==> src/rtl/core/wmtp_pkg.sv <==
package wmtp_pkg;

    localparam int unsigned TIME_W = 32;
    localparam int unsigned HELD_W = 4;

    // control broadcast from the sequencer to every cell
    typedef struct packed {
        logic push;  // shift the held timestamps one cell along
        logic load;  // copy held timestamps into the circulating ring
        logic step;  // compare and rotate the ring by one cell
    } t_cell_ctl;

    // timestamp travelling round the ring
    typedef struct packed {
        logic              vld;
        logic [TIME_W-1:0] stamp;
    } t_pass;

endpackage

==> src/rtl/core/wmtp_cell.sv <==
module wmtp_cell #(
    parameter int unsigned WINDOW = 11,
    parameter int unsigned IDX    = 0,
    parameter int unsigned CW     = $clog2(WINDOW + 1)
) (
    input  logic                         i_clk,
    input  logic                         i_rst_n,
    input  wmtp_pkg::t_cell_ctl          i_ctl,
    input  logic [CW-1:0]                i_fill,
    input  logic [wmtp_pkg::TIME_W-1:0]  i_own,
    input  wmtp_pkg::t_pass              i_pass,
    output logic [wmtp_pkg::TIME_W-1:0]  o_own,
    output wmtp_pkg::t_pass              o_pass,
    output logic                         o_match
);

    logic [wmtp_pkg::TIME_W-1:0] r_own;
    wmtp_pkg::t_pass             r_pass;
    logic [CW-1:0]               r_below;
    logic [CW-1:0]               r_at;
    logic [CW-1:0]               w_rank;
    logic                        w_held;

    // held timestamp, shifted along the chain on each push
    always_ff @(posedge i_clk) begin
        if (i_ctl.push) begin
            r_own <= i_own;
        end
    end

    // circulating copy and rank counters
    always_ff @(posedge i_clk) begin
        if (!i_rst_n) begin
            r_pass.vld <= 1'b0;
            r_below    <= '0;
            r_at       <= '0;
        end else if (i_ctl.load) begin
            r_pass.vld   <= w_held;
            r_pass.stamp <= r_own;
            r_below      <= '0;
            r_at         <= '0;
        end else if (i_ctl.step) begin
            r_pass <= i_pass;
            if (r_pass.vld && w_held) begin
                if (r_pass.stamp < r_own) begin
                    r_below <= r_below + 1'b1;
                end
                if (r_pass.stamp <= r_own) begin
                    r_at <= r_at + 1'b1;
                end
            end
        end
    end

    // this cell holds a written entry once the fill count passes its index
    assign w_held  = (i_fill > CW'(IDX));
    assign w_rank  = i_fill >> 1;
    assign o_match = w_held && (r_below <= w_rank) && (w_rank < r_at);
    assign o_own   = r_own;
    assign o_pass  = r_pass;

endmodule

==> src/rtl/core/window_median_time_past.sv <==
// running median of the last WINDOW block timestamps
//
// input channel: i_in_valid / o_in_stall with i_block_time. an item is taken
// at a clock edge where i_in_valid is high and o_in_stall is low.
// output channel: o_out_valid / i_out_stall with o_median_time and
// o_held_count, one result item for every input item.
//
// the timestamps sit in a chain of WINDOW cells; a push shifts them one cell
// along. a copy of every held timestamp then circulates round the ring while
// each cell counts the entries below and at or below its own value; the cell
// whose rank range covers held_count/2 gives the median. the sequencer steps
// through load, run (the ring rotates by one cell per cycle) and done, which
// writes the result to the output register. one item is in flight at a time:
// the input stalls from acceptance until the sequencer is back in idle.
// reset (synchronous, active low) empties the window and drops any pending
// result. while the receiver stalls, the result holds in the output register
// and the next item may be taken; its result waits until the register frees.
module window_median_time_past #(
    parameter int unsigned WINDOW = 11
) (
    input  logic                         i_clk,
    input  logic                         i_rst_n,
    input  logic                         i_in_valid,
    output logic                         o_in_stall,
    input  logic [wmtp_pkg::TIME_W-1:0]  i_block_time,
    output logic                         o_out_valid,
    input  logic                         i_out_stall,
    output logic [wmtp_pkg::TIME_W-1:0]  o_median_time,
    output logic [wmtp_pkg::HELD_W-1:0]  o_held_count
);

    localparam int unsigned CW = $clog2(WINDOW + 1);

    typedef enum logic [1:0] {
        S_IDLE,
        S_LOAD,
        S_RUN,
        S_DONE
    } t_state;

    t_state                      r_state;
    t_state                      n_state;
    logic [CW-1:0]               r_fill;
    logic [CW-1:0]               n_fill;
    logic [CW-1:0]               r_step;
    logic [CW-1:0]               n_step;
    logic                        r_out_valid;
    logic                        n_out_valid;
    logic [wmtp_pkg::TIME_W-1:0] r_median;
    logic [wmtp_pkg::TIME_W-1:0] n_median;
    logic [wmtp_pkg::HELD_W-1:0] r_held;
    logic [wmtp_pkg::HELD_W-1:0] n_held;

    wmtp_pkg::t_cell_ctl         w_ctl;
    logic                        w_in_acc;
    logic                        w_out_free;
    logic [wmtp_pkg::TIME_W-1:0] w_own  [WINDOW];
    wmtp_pkg::t_pass             w_pass [WINDOW];
    logic [WINDOW-1:0]           w_match;
    logic [wmtp_pkg::TIME_W-1:0] w_pick;

    assign w_in_acc   = i_in_valid && (r_state == S_IDLE);
    assign w_out_free = !r_out_valid || !i_out_stall;

    // row of cells: held values shift forward, circulating copies form a ring
    for (genvar k = 0; k < WINDOW; k++) begin : g_cell
        localparam int unsigned PREV = (k + WINDOW - 1) % WINDOW;
        logic [wmtp_pkg::TIME_W-1:0] w_own_in;

        if (k == 0) begin : g_head
            assign w_own_in = i_block_time;
        end else begin : g_body
            assign w_own_in = w_own[k-1];
        end

        wmtp_cell #(
            .WINDOW (WINDOW),
            .IDX    (k),
            .CW     (CW)
        ) u_cell (
            .i_clk   (i_clk),
            .i_rst_n (i_rst_n),
            .i_ctl   (w_ctl),
            .i_fill  (r_fill),
            .i_own   (w_own_in),
            .i_pass  (w_pass[PREV]),
            .o_own   (w_own[k]),
            .o_pass  (w_pass[k]),
            .o_match (w_match[k])
        );
    end

    // matching cells all hold the same value, so an or-merge picks it
    always_comb begin
        w_pick = '0;
        for (int k = 0; k < WINDOW; k++) begin
            if (w_match[k]) begin
                w_pick = w_pick | w_own[k];
            end
        end
    end

    // cell control
    always_comb begin
        w_ctl.push = w_in_acc;
        w_ctl.load = (r_state == S_LOAD);
        w_ctl.step = (r_state == S_RUN);
    end

    // sequencer next state
    always_comb begin
        n_state     = r_state;
        n_fill      = r_fill;
        n_step      = r_step;
        n_out_valid = r_out_valid;
        n_median    = r_median;
        n_held      = r_held;
        if (r_out_valid && !i_out_stall) begin
            n_out_valid = 1'b0;
        end
        unique case (r_state)
            S_IDLE: begin
                if (w_in_acc) begin
                    if (r_fill != CW'(WINDOW)) begin
                        n_fill = r_fill + 1'b1;
                    end
                    n_state = S_LOAD;
                end
            end
            S_LOAD: begin
                n_step  = '0;
                n_state = S_RUN;
            end
            S_RUN: begin
                n_step = r_step + 1'b1;
                if (r_step == CW'(WINDOW - 1)) begin
                    n_state = S_DONE;
                end
            end
            S_DONE: begin
                if (w_out_free) begin
                    n_out_valid = 1'b1;
                    n_median    = w_pick;
                    n_held      = wmtp_pkg::HELD_W'(r_fill);
                    n_state     = S_IDLE;
                end
            end
            default: begin
                n_state = S_IDLE;
            end
        endcase
    end

    // sequencer state and output register
    always_ff @(posedge i_clk) begin
        if (!i_rst_n) begin
            r_state     <= S_IDLE;
            r_fill      <= '0;
            r_step      <= '0;
            r_out_valid <= 1'b0;
        end else begin
            r_state     <= n_state;
            r_fill      <= n_fill;
            r_step      <= n_step;
            r_out_valid <= n_out_valid;
        end
        r_median <= n_median;
        r_held   <= n_held;
    end

    assign o_in_stall    = (r_state != S_IDLE);
    assign o_out_valid   = r_out_valid;
    assign o_median_time = r_median;
    assign o_held_count  = r_held;

endmodule

==> config.mk <==
export PLATFORM = sky130hd
export DESIGN_NAME = window_median_time_past
export DESIGN_NICKNAME = d
export VERILOG_FILES = /design/src/rtl/core/wmtp_pkg.sv /design/src/rtl/core/wmtp_cell.sv /design/src/rtl/core/window_median_time_past.sv
export SDC_FILE = /design/constraint.sdc
export NUM_CORES = 2
export LEC_CHECK = 0
export ABC_CLOCK_PERIOD_IN_PS = 49100
export BUFFER_PORTS_ARGS = -buffer_cell sky130_fd_sc_hd__buf_2
export CORE_UTILIZATION = 51
export CTS_CLUSTER_DIAMETER = 30
export CTS_CLUSTER_SIZE = 40
export DETAILED_ROUTE_END_ITERATION = 6
export PLACE_DENSITY = 0.67
export SYNTH_ARGS = -nofsm -noshare
export SYNTH_HDL_FRONTEND = slang
export SYNTH_SLANG_ARGS = --single-unit
==> constraint.sdc <==
create_clock -name i_clk -period 49.1 [get_ports i_clk]
set_input_delay 4.91 -clock i_clk [delete_from_list [all_inputs] [get_ports i_clk]]
set_output_delay 4.91 -clock i_clk [all_outputs]
set_load 0.02 [all_outputs]
==> run summary <==
The run finished with clean final reports. The post-detailed-route DRC marker count is 0. The total overflow reported by the global router is 0. The total negative slack for setup checks came out at 0 ns. The shortest clock period the worst path allows after layout came out at 7.706 ns. The clock input transition at the sequential cells of the worst setup and hold paths came out at 0.05 ns.

The number of antenna diodes is 0. The critical-path cell with the highest stage delay is buf_4. The tightest slew margin relative to the limit came out at 0.1459. After floorplanning, the core was divided into 108 placement rows. In this run, post-CTS repair resized a total of 0 instances. The kind of cell with the highest combined delay on the critical path is buffers and inverters. The number of max-slew violations in the final report came out at 0. The element type at the critical path start is an input port. The proportion of synthesized flip-flops having asynchronous set or reset is 0. The worst-case setup margin in the final layout came out at 41.39 ns. After synthesis, the cell types taking the most area are edfxtp_1 50%, ha_1 12%, mux2_2 8.6%. Measured along the y axis, the die boundary spans 297.6 um.

The register area is 24,420 um2. For this design, the CTS-stage hold fixing added 0 buffers. In the synthesized netlist the dominant register cell turns out to be edfxtp_1.

The worst hold path belongs to the class flip-flop to flip-flop. The first global-routing pass estimated 201.7 mm of wire. The buffer levels on the longest clock path came out at 3. The effective utilization at floorplan came out at 0.5144. The average vias per placed instance is 6.181.

The data arrival time of the critical path came out at 8.08 ns. The maximum number of pins on one net before global-route repair is 173. Setup violations remaining at the end of the flow were counted as 0. The post-detailed-placement half-perimeter wirelength is 93.36 mm.

STA classifies the critical path endpoint as a flip-flop. The setup slack at placement came out at 40.66 ns. The clock latency on the worst-skew pair came out at 0.77 ns. The core area is 86,620 um2. Dividing the synthesized area by the synthesized cell count gives 12.28 um2. The tree is rooted in a clkbuf_16. The number of DRC markers after the initial detailed-route iteration is 3,767. The detailed-route wire length per cell is 26.62 um. The floorplan step defined a die boundary enclosing 88,550 um2. Power comes to 3.575 mW. Counting flops with a built-in enable in the synthesized netlist gives 740. The worst setup path is of the input port to flip-flop kind. The antenna violation net count after detailed routing is 0. After detailed placement, the total cell area comes to 46,540 um2.

The synthesized netlist contains 78 unique library cells. The final design utilization is 0.6139. The final routed wirelength across all metal layers is 137.3 mm.

The layout overhead on the synthesized area is 19.34%. Setup repair after global routing left no endpoint under its margin. The total nets after synthesis came out at 4,104.

The global-route usage over all layers is 0.3089. The post-synthesis instance area came out at 44,560 um2. The top cell type's share of synthesized area is 0.4987. The width of the die came out at 297.6 um.

The H-tree depth reported by CTS is 4. The count of maximum capacitance violations is 0. The maximum vdd drop came out at 45.13 uV. The ratio of total power to cell area is 67.22 nW/um2.

Walking the worst path, the cells encountered are buf_2 -> inv_1 -> buf_4 -> nor2_4 -> buf_4 -> buf_4. The via count of the first global-routing pass is 31,410. The final design area excluding fillers is 53,180 um2. The number of setup buffers added after CTS is 0.

The count of port buffers added during placement came out at 73. TritonCTS built the clock tree. The number of buffers and inverters on the critical path is 5.

74 I/O pins were placed. Between clock sinks in the finished design, the worst skew comes to 0.04075 ns. The number of antenna violations at the first check in global routing is 5. The tree built by TritonCTS fans out to 850 sinks. The number of nets in the final layout came out at 4,313. The portion of the post-synthesis area used by sequential elements came out at 0.5481. For this run, the detailed router's first-pass iteration total came to 6. The maximum clock frequency came out at 0.1298 GHz. The synthesized design spends more area on one cell type than any other, namely edfxtp_1. The final number of hold-violating endpoints came to 0. The required time at the worst-slack endpoint came out at 49.47 ns. Buffers inserted during clock tree synthesis total 189. In this run the static leakage power is 20.53 nW. The total number of vias came out at 31,880. The delay of the slowest critical-path stage is 0.96 ns.

The count of state elements after synthesis is 850. The final weighted congestion of routability-driven global placement is 0.9302. Counting the fill cells in the layout gives 6,722. The share of layout cells above drive strength 1 came out at 0.2081. The area taken by multi-input logic gates is 18,260 um2. The number of warnings issued by yosys came out at 0. The actual slew at the worst max-slew pin came out at 1.268 ns. The top fanout value on the critical path came out at 74. The final cycle utilization of the critical path is 0.1569. The instance count of the mapped netlist is 3,628. The cell that appears most often on the critical path is buf_4.
==> cells in the mapped netlist (5+ instances only) <==
master,n
a2111oi_0,64
a221oi_1,12
o211ai_1,16
nor4_1,9
nor3_1,208
mux2i_1,38
or3b_2,6
inv_1,440
o21ai_0,111
nand3_1,77
nor3b_1,11
a222oi_1,32
dfxtp_1,110
a32oi_1,10
edfxtp_1,740
a211oi_1,25
nand4_1,80
o31ai_1,36
a21o_1,7
clkbuf_1,80
a211o_1,7
ha_1,440
buf_1,14
a22oi_1,9
or4_1,39
a21oi_1,208
nand2b_1,34
a2111o_1,8
nor2b_1,22
buf_2,5
a31oi_1,18
o21a_1,7
mux2_2,341
or3_1,15
o31ai_2,6
nor2_1,103
a311oi_1,9
nand2_1,164
==> cells by family (layout without fill, tap and decap cells) <==
logic type,count (synthesis),after routing,share of synthesized area
flops,850,850,0.5481
simple gates,799,799,0.09300
compound gates,612,612,0.09314
buf+inv,545,920,0.04687
fa+ha+maj,440,440,0.1236
mux,379,379,0.09472
xor+xnor,3,3,0.0005898
==> per-stage QoR <==
| step | instances | hold WS [ns] |
|---|---|---|
| finish | 5158 | 0.4569 |
| global route | 5158 | 0.4742 |
| CTS | 5158 | 0.4610 |
| detailed placement | 4801 | 0.4568 |
| global placement | 4801 | 0.4438 |
| floorplan | 3628 | 0.4347 |
==> registers in the layout, summed over array words and instances (netlist names) <==
name                   flops
g_cell.u_cell.o_own      352
g_cell.u_cell.o_pass     363
g_cell.u_cell.r_at        44
g_cell.u_cell.r_below     44
o_held_count               4
o_median_time             32
o_out_valid                1
r_fill                     4
r_state                    2
r_step                     4
==> layout by cell type (no fill, tap or decap), types with 8 or more instances in the layout <==
cell / instances
a2111o_1: 8
a2111oi_0: 64
a211oi_1: 25
a21oi_1: 208
a221oi_1: 12
a222oi_1: 32
a22oi_1: 9
a311oi_1: 9
a31oi_1: 18
buf_2: 73
buf_4: 48
bufinv_16: 31
clkbuf_1: 24
clkbuf_16: 194
clkinv_1: 25
clkinv_2: 31
clkinv_4: 14
clkinvlp_4: 25
dfxtp_1: 110
edfxtp_1: 740
ha_1: 439
inv_1: 440
mux2_2: 341
mux2i_1: 38
nand2_1: 163
nand2b_1: 34
nand3_1: 77
nand4_1: 80
nor2_1: 94
nor2b_1: 21
nor3_1: 208
nor3b_1: 11
nor4_1: 9
o211ai_1: 16
o21ai_0: 111
o31ai_1: 36
or3_1: 15
or4_1: 39
==> power by group <==
group	internal (mW)	total (mW)	switching (mW)	leakage [nW]
Sequential	1.12	1.29	0.161	7.82
Clock	0.886	1.31	0.422	3.17
Combinational	0.365	0.981	0.616	9.53
Total	2.38	3.57	1.20	20.5
==> layout make-up <==
class                      instances  area share
clock buffer                     220     0.09350
inverter                         440     0.03106
clock inverter                   137     0.03129
multi-input combinational       2233      0.3433
sequential                       850      0.4593
timing repair buffer             123     0.01440
tap                             1155     0.02718
==> final timing paths <==
check,from,endpoint,slack (ns),cells after the start
worst max-delay path,i_rst_n,g_cell[1].u_cell.o_pass[11]$_DFFE_PP_,41.39,6
worst min register to register,g_cell[9].u_cell.o_own[12]$_DFFE_PP_,g_cell[10].u_cell.o_own[12]$_DFFE_PP_,0.46,0
worst min-delay path,g_cell[9].u_cell.o_own[12]$_DFFE_PP_,g_cell[10].u_cell.o_own[12]$_DFFE_PP_,0.46,0
worst max register to register,r_state[0]$_SDFFE_PN0P_,g_cell[1].u_cell.o_pass[11]$_DFFE_PP_,44.20,6
==> routing by layer <==
layer	part of all wire	global-route usage	up-vias
li1	-	-	14280
met1	0.41	0.4215	15660
met2	0.44	0.4607	1623
met3	0.11	0.07990	325
met4	0.045	0.1430	2
met5	0.00012	0	-
Power figures use the tool's default switching activity.
